File: config.mk
export PLATFORM = sky130hd
export DESIGN_NAME = hsv_to_rgb_converter_flat
export DESIGN_NICKNAME = d
export VERILOG_FILES = /design/src/design/hsv2rgb_pkg.sv /design/src/design/hsv2rgb_if.sv /design/src/design/hsv_to_rgb_converter.sv /design/src/design/hsv2rgb_sector.sv /design/src/design/hsv2rgb_blend.sv /design/src/design/hsv2rgb_scale.sv /design/src/flat_wrapper.sv
export SDC_FILE = /design/constraint.sdc
export NUM_CORES = 2
export LEC_CHECK = 0
export ABC_AREA = 1
export ABC_CLOCK_PERIOD_IN_PS = 6200
export BUFFER_PORTS_ARGS = -buffer_cell sky130_fd_sc_hd__buf_2
export CAP_MARGIN = 15
export CORE_ASPECT_RATIO = 0.9
export CORE_MARGIN = 3
export CORE_UTILIZATION = 50
export DETAILED_ROUTE_END_ITERATION = 10
export PLACE_DENSITY = 0.78
export SYNTH_ARGS = -nofsm -noshare
export SYNTH_HDL_FRONTEND = slang
export SYNTH_SLANG_ARGS = --single-unit
export TNS_END_PERCENT = 100
File: constraint.sdc
create_clock -name clock -period 6.2 [get_ports clock]
set_clock_uncertainty 0.2 [all_clocks]
set_input_delay 0.62 -clock clock [delete_from_list [all_inputs] [get_ports clock]]
set_output_delay 0.62 -clock clock [all_outputs]
set_load 0.05 [all_outputs]
File: src/design/hsv2rgb_pkg.sv
package hsv2rgb_pkg;

   // full-scale hue level
   localparam int MAX_LEVEL = 255;

   localparam int LVL_W   = 8;
   localparam int COLOR_W = 8;
   localparam int Q_W     = 9;
   localparam int Q_ONE   = 256;

   // remainder and sector arithmetic
   localparam int MW    = $clog2(MAX_LEVEL + 1);
   localparam int X_W   = LVL_W + 3;
   localparam int SEC_W = 3;

   // s*r products and the weights 256*M - s*r
   localparam int SP_W = Q_W + MW;
   // v times weight
   localparam int PR_W = Q_W + SP_W;
   // 255*v*w / 65536, at most 255*M
   localparam int B_W  = 8 + MW;

   // exact reciprocal of MAX_LEVEL for values below 256*M
   localparam int RECIP_SH = 8 + 2 * MW;
   localparam longint unsigned RECIP =
      ((64'd1 << RECIP_SH) + MAX_LEVEL - 1) / MAX_LEVEL;
   localparam int K_W  = RECIP_SH - MW + 2;
   localparam int QP_W = B_W + K_W;

   localparam int CSR_IDX_W = 1;
   localparam logic [CSR_IDX_W-1:0] CSR_SATURATION = 1'b0;
   localparam logic [CSR_IDX_W-1:0] CSR_BRIGHTNESS = 1'b1;

   localparam logic [Q_W-1:0] SAT_RESET    = 9'd205;
   localparam logic [Q_W-1:0] BRIGHT_RESET = 9'd205;

   localparam logic [SEC_W-1:0] SEC_RED     = 3'd0;
   localparam logic [SEC_W-1:0] SEC_YELLOW  = 3'd1;
   localparam logic [SEC_W-1:0] SEC_GREEN   = 3'd2;
   localparam logic [SEC_W-1:0] SEC_CYAN    = 3'd3;
   localparam logic [SEC_W-1:0] SEC_BLUE    = 3'd4;
   localparam logic [SEC_W-1:0] SEC_MAGENTA = 3'd5;
   localparam logic [SEC_W-1:0] SEC_WRAP    = 3'd6;

   typedef struct packed {
      logic [SEC_W-1:0] sector;
      logic [MW-1:0]    rem;
   } sector_type;

   typedef logic [2:0][PR_W-1:0]    chan_prod_type;
   typedef logic [2:0][COLOR_W-1:0] rgb_type;

endpackage

File: src/design/hsv2rgb_if.sv
interface hsv2rgb_req_if import hsv2rgb_pkg::*; ();
   logic             valid;
   logic             ready;
   logic [LVL_W-1:0] level;

   modport source (output valid, output level, input ready);
   modport sink (input valid, input level, output ready);
endinterface

interface hsv2rgb_rsp_if import hsv2rgb_pkg::*; ();
   logic               valid;
   logic               ready;
   logic [COLOR_W-1:0] red;
   logic [COLOR_W-1:0] green;
   logic [COLOR_W-1:0] blue;

   modport source (output valid, output red, output green, output blue, input ready);
   modport sink (input valid, input red, input green, input blue, output ready);
endinterface

File: src/design/hsv_to_rgb_converter.sv
// Hue level to RGB converter. Each req beat carries a hue level (clamped to MAX_LEVEL);
// each rsp beat carries red, green and blue as floor(255*intensity) of the HSV color
// with the programmed saturation (csr index 0) and brightness (csr index 1), both Q1.8
// with 256 as 1.0 and larger values treated as 1.0. One level is accepted per clock unless
// backpressure has filled every stage. The datapath has six register stages (sector split,
// saturation products, brightness multiply, scaling by 255, reciprocal multiply for the
// divide by MAX_LEVEL, output register), the first loaded at the accepting edge and the
// last driving rsp. Each stage holds its own beat under backpressure, so bubbles close up
// while the output waits.
// Write the csr registers only when no beat is in flight.
module hsv_to_rgb_converter import hsv2rgb_pkg::*; (
   input  logic                 clock,
   input  logic                 reset,
   hsv2rgb_req_if.sink          req_bus,
   hsv2rgb_rsp_if.source        rsp_bus,
   input  logic                 csr_wr_en,
   input  logic [CSR_IDX_W-1:0] csr_index,
   input  logic [Q_W-1:0]       csr_wdata
);

   logic [Q_W-1:0] sat_ff, sat_in, bright_ff, bright_in;
   logic [Q_W-1:0] sat_use, bright_use;

   logic          sec_valid, sec_ready;
   sector_type    sec_data;
   logic          mix_valid, mix_ready;
   chan_prod_type mix_data;
   rgb_type       rgb;

   always_comb begin
      sat_in    = sat_ff;
      bright_in = bright_ff;
      if (csr_wr_en) begin
         case (csr_index)
            CSR_SATURATION: sat_in    = csr_wdata;
            CSR_BRIGHTNESS: bright_in = csr_wdata;
            default: begin
            end
         endcase
      end
   end

   always_ff @(posedge clock) begin
      if (reset) begin
         sat_ff    <= SAT_RESET;
         bright_ff <= BRIGHT_RESET;
      end else begin
         sat_ff    <= sat_in;
         bright_ff <= bright_in;
      end
   end

   assign sat_use    = (sat_ff > Q_W'(Q_ONE)) ? Q_W'(Q_ONE) : sat_ff;
   assign bright_use = (bright_ff > Q_W'(Q_ONE)) ? Q_W'(Q_ONE) : bright_ff;

   hsv2rgb_sector u_sector (
      .clock     (clock),
      .reset     (reset),
      .in_valid  (req_bus.valid),
      .in_ready  (req_bus.ready),
      .in_level  (req_bus.level),
      .out_valid (sec_valid),
      .out_ready (sec_ready),
      .out_data  (sec_data)
   );

   hsv2rgb_blend u_blend (
      .clock     (clock),
      .reset     (reset),
      .sat       (sat_use),
      .bright    (bright_use),
      .in_valid  (sec_valid),
      .in_ready  (sec_ready),
      .in_data   (sec_data),
      .out_valid (mix_valid),
      .out_ready (mix_ready),
      .out_data  (mix_data)
   );

   hsv2rgb_scale u_scale (
      .clock     (clock),
      .reset     (reset),
      .in_valid  (mix_valid),
      .in_ready  (mix_ready),
      .in_data   (mix_data),
      .out_valid (rsp_bus.valid),
      .out_ready (rsp_bus.ready),
      .out_data  (rgb)
   );

   assign rsp_bus.red   = rgb[0];
   assign rsp_bus.green = rgb[1];
   assign rsp_bus.blue  = rgb[2];

endmodule

File: src/design/hsv2rgb_sector.sv
module hsv2rgb_sector import hsv2rgb_pkg::*; (
   input  logic             clock,
   input  logic             reset,
   input  logic             in_valid,
   output logic             in_ready,
   input  logic [LVL_W-1:0] in_level,
   output logic             out_valid,
   input  logic             out_ready,
   output sector_type       out_data
);

   logic             valid_ff, valid_in;
   sector_type       data_ff, data_in;
   logic [LVL_W-1:0] level_c;
   logic [X_W-1:0]   x;
   logic [X_W-1:0]   rem_x;
   logic [SEC_W-1:0] count;

   always_comb begin
      level_c = (32'(in_level) > MAX_LEVEL) ? LVL_W'(MAX_LEVEL) : in_level;
      x       = X_W'(level_c) * X_W'(6);
      // sector is the number of multiples of M not above x
      count   = '0;
      for (int k = 1; k <= 6; k++) begin
         if (32'(x) >= k * MAX_LEVEL) begin
            count = count + SEC_W'(1);
         end
      end
      rem_x = x - X_W'(32'(count) * MAX_LEVEL);
      if (count == SEC_WRAP) begin
         data_in.sector = SEC_RED;
         data_in.rem    = '0;
      end else begin
         data_in.sector = count;
         data_in.rem    = MW'(rem_x);
      end
   end

   assign in_ready = !valid_ff || out_ready;
   assign valid_in = in_ready ? in_valid : valid_ff;

   always_ff @(posedge clock) begin
      if (reset) begin
         valid_ff <= 1'b0;
      end else begin
         valid_ff <= valid_in;
      end
   end

   always_ff @(posedge clock) begin
      if (in_ready && in_valid) begin
         data_ff <= data_in;
      end
   end

   assign out_valid = valid_ff;
   assign out_data  = data_ff;

endmodule

File: src/design/hsv2rgb_blend.sv
module hsv2rgb_blend import hsv2rgb_pkg::*; (
   input  logic           clock,
   input  logic           reset,
   input  logic [Q_W-1:0] sat,
   input  logic [Q_W-1:0] bright,
   input  logic           in_valid,
   output logic           in_ready,
   input  sector_type     in_data,
   output logic           out_valid,
   input  logic           out_ready,
   output chan_prod_type  out_data
);

   typedef struct packed {
      logic [SEC_W-1:0] sector;
      logic [SP_W-1:0]  sq;
      logic [SP_W-1:0]  st;
      logic [SP_W-1:0]  sp;
   } shade_type;

   localparam logic [SP_W-1:0] W_FULL = SP_W'(Q_ONE * MAX_LEVEL);

   logic          v2_ff, v2_in, v3_ff, v3_in;
   logic          rdy2, rdy3;
   shade_type     s2_ff, s2_in;
   chan_prod_type p3_ff, p3_in;
   logic [MW-1:0] m_rem;
   logic [SP_W-1:0] wv, wp, wq, wt;
   logic [2:0][SP_W-1:0] w;

   // stage 2: saturation products
   always_comb begin
      m_rem         = MW'(MAX_LEVEL) - in_data.rem;
      s2_in.sector  = in_data.sector;
      s2_in.sq      = SP_W'(sat) * SP_W'(in_data.rem);
      s2_in.st      = SP_W'(sat) * SP_W'(m_rem);
      s2_in.sp      = SP_W'(sat) * SP_W'(MAX_LEVEL);
   end

   // stage 3: per-channel weight, scaled by brightness
   always_comb begin
      wv = W_FULL;
      wp = W_FULL - s2_ff.sp;
      wq = W_FULL - s2_ff.sq;
      wt = W_FULL - s2_ff.st;
      case (s2_ff.sector)
         SEC_RED: begin
            w[0] = wv; w[1] = wt; w[2] = wp;
         end
         SEC_YELLOW: begin
            w[0] = wq; w[1] = wv; w[2] = wp;
         end
         SEC_GREEN: begin
            w[0] = wp; w[1] = wv; w[2] = wt;
         end
         SEC_CYAN: begin
            w[0] = wp; w[1] = wq; w[2] = wv;
         end
         SEC_BLUE: begin
            w[0] = wt; w[1] = wp; w[2] = wv;
         end
         default: begin
            w[0] = wv; w[1] = wp; w[2] = wq;
         end
      endcase
      for (int i = 0; i < 3; i++) begin
         p3_in[i] = PR_W'(bright) * PR_W'(w[i]);
      end
   end

   assign rdy3     = !v3_ff || out_ready;
   assign rdy2     = !v2_ff || rdy3;
   assign in_ready = rdy2;
   assign v2_in    = rdy2 ? in_valid : v2_ff;
   assign v3_in    = rdy3 ? v2_ff : v3_ff;

   always_ff @(posedge clock) begin
      if (reset) begin
         v2_ff <= 1'b0;
         v3_ff <= 1'b0;
      end else begin
         v2_ff <= v2_in;
         v3_ff <= v3_in;
      end
   end

   always_ff @(posedge clock) begin
      if (rdy2 && in_valid) begin
         s2_ff <= s2_in;
      end
      if (rdy3 && v2_ff) begin
         p3_ff <= p3_in;
      end
   end

   assign out_valid = v3_ff;
   assign out_data  = p3_ff;

endmodule

File: src/design/hsv2rgb_scale.sv
module hsv2rgb_scale import hsv2rgb_pkg::*; (
   input  logic          clock,
   input  logic          reset,
   input  logic          in_valid,
   output logic          in_ready,
   input  chan_prod_type in_data,
   output logic          out_valid,
   input  logic          out_ready,
   output rgb_type       out_data
);

   localparam int A_W  = PR_W + 8;
   localparam int QF_W = QP_W - RECIP_SH;
   localparam logic [QF_W-1:0] QF_MAX = QF_W'((1 << COLOR_W) - 1);

   logic v4_ff, v4_in, v5_ff, v5_in, v6_ff, v6_in;
   logic rdy4, rdy5, rdy6;
   logic [2:0][B_W-1:0]  b4_ff, b4_in;
   logic [2:0][QP_W-1:0] q5_ff, q5_in;
   rgb_type              c6_ff, c6_in;
   logic [2:0][A_W-1:0]  a;
   logic [2:0][QF_W-1:0] qf;

   always_comb begin
      for (int i = 0; i < 3; i++) begin
         // 255*prod / 65536
         a[i]     = (A_W'(in_data[i]) << 8) - A_W'(in_data[i]);
         b4_in[i] = B_W'(a[i] >> 16);
         // divide by MAX_LEVEL through its reciprocal
         q5_in[i] = QP_W'(b4_ff[i]) * QP_W'(RECIP);
         qf[i]    = QF_W'(q5_ff[i] >> RECIP_SH);
         c6_in[i] = (qf[i] > QF_MAX) ? '1 : COLOR_W'(qf[i]);
      end
   end

   assign rdy6     = !v6_ff || out_ready;
   assign rdy5     = !v5_ff || rdy6;
   assign rdy4     = !v4_ff || rdy5;
   assign in_ready = rdy4;
   assign v4_in    = rdy4 ? in_valid : v4_ff;
   assign v5_in    = rdy5 ? v4_ff : v5_ff;
   assign v6_in    = rdy6 ? v5_ff : v6_ff;

   always_ff @(posedge clock) begin
      if (reset) begin
         v4_ff <= 1'b0;
         v5_ff <= 1'b0;
         v6_ff <= 1'b0;
      end else begin
         v4_ff <= v4_in;
         v5_ff <= v5_in;
         v6_ff <= v6_in;
      end
   end

   always_ff @(posedge clock) begin
      if (rdy4 && in_valid) begin
         b4_ff <= b4_in;
      end
      if (rdy5 && v4_ff) begin
         q5_ff <= q5_in;
      end
      if (rdy6 && v5_ff) begin
         c6_ff <= c6_in;
      end
   end

   assign out_valid = v6_ff;
   assign out_data  = c6_ff;

endmodule

File: src/flat_wrapper.sv
// flat-port wrapper written by rule: the top's interface ports become plain ports
module hsv_to_rgb_converter_flat import hsv2rgb_pkg::*;
  (clock, reset, csr_wr_en, csr_index, csr_wdata, req_bus_valid, req_bus_level, req_bus_ready, rsp_bus_valid, rsp_bus_red, rsp_bus_green, rsp_bus_blue, rsp_bus_ready);
  hsv2rgb_req_if req_bus_i ();
  hsv2rgb_rsp_if rsp_bus_i ();
  input  logic clock;
  input  logic reset;
  input  logic csr_wr_en;
  input  logic [CSR_IDX_W-1:0] csr_index;
  input  logic [Q_W-1:0] csr_wdata;
  input wire logic [$bits(req_bus_i.valid)-1:0] req_bus_valid;
  input wire logic [$bits(req_bus_i.level)-1:0] req_bus_level;
  output wire logic [$bits(req_bus_i.ready)-1:0] req_bus_ready;
  output wire logic [$bits(rsp_bus_i.valid)-1:0] rsp_bus_valid;
  output wire logic [$bits(rsp_bus_i.red)-1:0] rsp_bus_red;
  output wire logic [$bits(rsp_bus_i.green)-1:0] rsp_bus_green;
  output wire logic [$bits(rsp_bus_i.blue)-1:0] rsp_bus_blue;
  input wire logic [$bits(rsp_bus_i.ready)-1:0] rsp_bus_ready;
  assign req_bus_i.valid = req_bus_valid;
  assign req_bus_i.level = req_bus_level;
  assign req_bus_ready = req_bus_i.ready;
  assign rsp_bus_valid = rsp_bus_i.valid;
  assign rsp_bus_red = rsp_bus_i.red;
  assign rsp_bus_green = rsp_bus_i.green;
  assign rsp_bus_blue = rsp_bus_i.blue;
  assign rsp_bus_i.ready = rsp_bus_ready;
  hsv_to_rgb_converter u_core (.clock(clock), .reset(reset), .req_bus(req_bus_i), .rsp_bus(rsp_bus_i), .csr_wr_en(csr_wr_en), .csr_index(csr_index), .csr_wdata(csr_wdata));
endmodule
==> summary.md <==
| Metric | Value |
|---|---|
| Final Hold Viols | 0 |
| Clock root buffer | clkbuf_16 |
| Post-synth net total | 5360 |
| Startpoint types | flop |
| P&R area growth vs syn | 19.7% |
| Port Buf Inserts | 48 |
| Footprint of the multi-input gates | 27600 um^2 |
| DR pass1 iterations | 6 |
| Slew of the pin with the lowest slew margin | 1090 ps |
| GPL Wtd Cong | 0.963 |
| Slew HR | 0.272 |
| Critical setup path kind | reg -> reg |
| Synth Instances | 4372 |
| First-pass GRT wire length | 152 mm |
| M2 GR Usage | 0.415 |
| CP arrival | 6720 ps |
| Drt total wl | 94.2 mm |
| Drc violations | 0 |
| 1st-iter DRT viols | 1953 |
| Register bit total from synthesis | 265 |
| Final Util | 0.609 |
| Met1 Resource Use GR | 0.300 |
| Final Max Slew Viols | 0 |
| Routed len/inst | 16.3 um |
| EDFF count, synth | 241 |
| Tmin final | 6510 ps |
| Vias in the first global route | 31500 |
| Prevailing post-synth register cell | edfxtp_1 |
| Initial antenna violation count | 0 |
| Routed vias | 30600 |
| Reg2Reg Launch Point | u_core.u_blend.s2_ff[35] |
| Distinct cells, synth | 62 |
| Die X | 294 um |
| Clock Tree Buf Depth | 3 |
| Worst hold path type | in -> reg |
| Antenna Diode Count | 0 |
| Status | complete, but fails checks |
| Worst Hold End | u_core.bright_ff[6] |
| Dpl hpwl | 73.1 mm |
| Clk sinks | 265 |
| Total track usage | 0.237 |
| Syn Area/Cell | 8.56 um^2 |
| Chip height | 266 um |
| H-tree depth | 2 |
| Number of CTS-inserted buffers | 34 |
| Antenna viol nets, final | 0 |
| Fin crit share | 1.05 |
| CP max FO | 5 |
| FILL cells | 5875 |
| Worst hold path startpoint | csr_wdata[6] |
| Critical path endpoint category | flop |
| Cts hold-fix bufs | 0 |
| Initial core utilization | 0.509 |
| Clk_lat worst skew | 580 ps |
| Synth warn | 0 |
| Via density per instance | 5.29 |
| Max Cap Violations | 0 |
| Final Setup Violations | 26 |
| Hold Path Cell Cnt | 3 |
| Most common cell after layout, fill and taps aside | inv_1 |
| Register area | 7720 um^2 |
| I/O pins | 49 |
| Post-synth ARST share | 0 |
| Max stage delay on crit path | 560 ps |
| CTS tree | yes |
| Unrepaired setup endpoints after global routing | yes |
| Core ar. | 73600 um^2 |
| Slack of the critical path | -308 ps |
| R2R Setup Slk | -310 ps |
| Worst Path Required | 6410 ps |
| Slowest CP cell | fa_1 |
| FMAX | 154 MHz |
| Full die area | 78200 um^2 |
| Nets | 5796 |
| Reg-to-reg endpoint | u_core.u_blend.out_data[50] |
| Most frequent cells in the layout | inv_1 (863), nand2_1 (814), ha_1 (480) |
| Std-Cell Rows | 94 |
| GR Util met3 | 0.0346 |
| Largest net degree at the start of global routing | 55 |
| Register area share after synthesis | 0.206 |
| CTS clk-pin slew, worst paths | 70 ps |
| Total global routing overflow | 0 |
| Layout cells sized above 1 | 0.193 |
| Failing checks | setup timing |
| Post-Synthesis Cell Area | 37400 um^2 |
| Worst r2r path cells | 31 |
| Layer with the highest usage | met2 |
==> per-layer routing <==
layer | routed length, um | vias up | part of all wire
li1 | - | 14700 | -
met1 | 38600 | 14800 | 0.41
met2 | 46100 | 988 | 0.49
met3 | 5960 | 243 | 0.063
met4 | 3570 | 0 | 0.038
met5 | 0 | - | 0
==> stage by stage <==
step	instance area [um^2]	worst slack, ps	hold slack, ps	std cells	TNS [ps]
after detailed placement	41500	-449	211	5672	-5200
after global routing	44800	-588	85.8	5793	-12110
after CTS	43800	-258	63.5	5770	-1000
after global placement	41500	-245	201	5672	-2200
after floorplan	37500	-34.8	200	4372	-34.8
final	44800	-308	90.5	5793	-3420
==> area by class of cell <==
type	count	area share
repair buffers	472	0.0799
inverters	943	0.0791
clock buffers	39	0.0206
clock inverters	22	0.00667
well taps	960	0.0268
multi-input cells	3092	0.615
flip-flops and latches	265	0.172
==> logic make-up (layout without fill, tap and decap cells) <==
family | after synthesis | after routing | share of synthesized area
XOR/XNOR | 190 | 190 | 0.0444
flip-flops | 265 | 265 | 0.206
other | 1 | 1 | 0.000100
buffers and inverters | 1015 | 1476 | 0.102
AO/OA/AOI/OAI | 459 | 459 | 0.0717
adder cells (fa/ha/maj) | 965 | 965 | 0.411
AND/OR/NAND/NOR | 1477 | 1477 | 0.164
==> sequential cells by signal (all words and copies together) (netlist names) <==
| signal | cells |
|---|---|
| u_core.u_scale.q5_ff | 27 |
| u_core.u_sector.out_data | 10 |
| u_core.u_scale.v5_ff | 1 |
| u_core.u_blend.out_valid | 1 |
| u_core.u_scale.v4_ff | 1 |
| u_core.u_sector.out_valid | 1 |
| u_core.u_blend.s2_ff | 54 |
| u_core.u_blend.v2_ff | 1 |
| u_core.u_scale.out_data | 24 |
| u_core.u_blend.out_data | 78 |
| u_core.sat_ff | 9 |
| u_core.u_scale.out_valid | 1 |
| u_core.u_scale.b4_ff | 48 |
| u_core.bright_ff | 9 |
==> worst max path at each step <==
stage | slack [ps] | start | depth (start not counted) | to
global route | -590 | u_core.u_blend.s2_ff[35] | 29 | u_core.u_blend.out_data[24]
global placement | -240 | u_core.u_blend.s2_ff[53] | 21 | u_core.u_blend.out_data[75]
finish | -310 | u_core.u_blend.s2_ff[35] | 31 | u_core.u_blend.out_data[50]
floorplan | -30 | req_bus_level[0] | 40 | u_core.u_sector.out_data[6]
CTS | -260 | u_core.u_blend.s2_ff[34] | 32 | u_core.u_blend.out_data[50]
detailed placement | -450 | u_core.u_blend.s2_ff[35] | 27 | u_core.u_blend.out_data[50]
==> Yosys cell counts (all sizes together), types with 8 or more instances <==
master  number  share of area
a211oi       9         0.0018
a21oi      235          0.032
a31oi       13         0.0023
buf          8         0.0011
clkbuf      64         0.0064
clkinv      16         0.0016
dfxtp       24          0.013
edfxtp     241           0.19
fa         442           0.24
ha         523           0.17
inv        927          0.093
nand2      884          0.090
nand3       94          0.014
nand4       32         0.0059
nor2       370          0.038
nor3        28         0.0041
nor4        13         0.0023
o211ai      23         0.0047
o21ai      106          0.014
o21bai      13         0.0026
o221ai      29         0.0078
or2         34         0.0057
xnor2       59          0.014
xor2       131          0.031
==> critical path: cells and delay by family (launching register included) <==
family | cells | cell delay (ps)
DFF | 1 | 440
and+or+nand+nor | 9 | 1100
buffers and inverters | 6 | 460
adders and majority gates | 6 | 2440
xor gates and xnor gates | 2 | 390
AOI/OAI and AO/OA | 8 | 1310
==> repair_timing <==
action / CTS / global route
pin swaps: 93 / 95
gates resized for setup: 176 / 194
buffers inserted: 39 / 32
setup endpoints to repair: 29 / 50
Power is not shown: default switching activity piles up to over one toggle a cycle in this logic, so the estimate is an artifact.
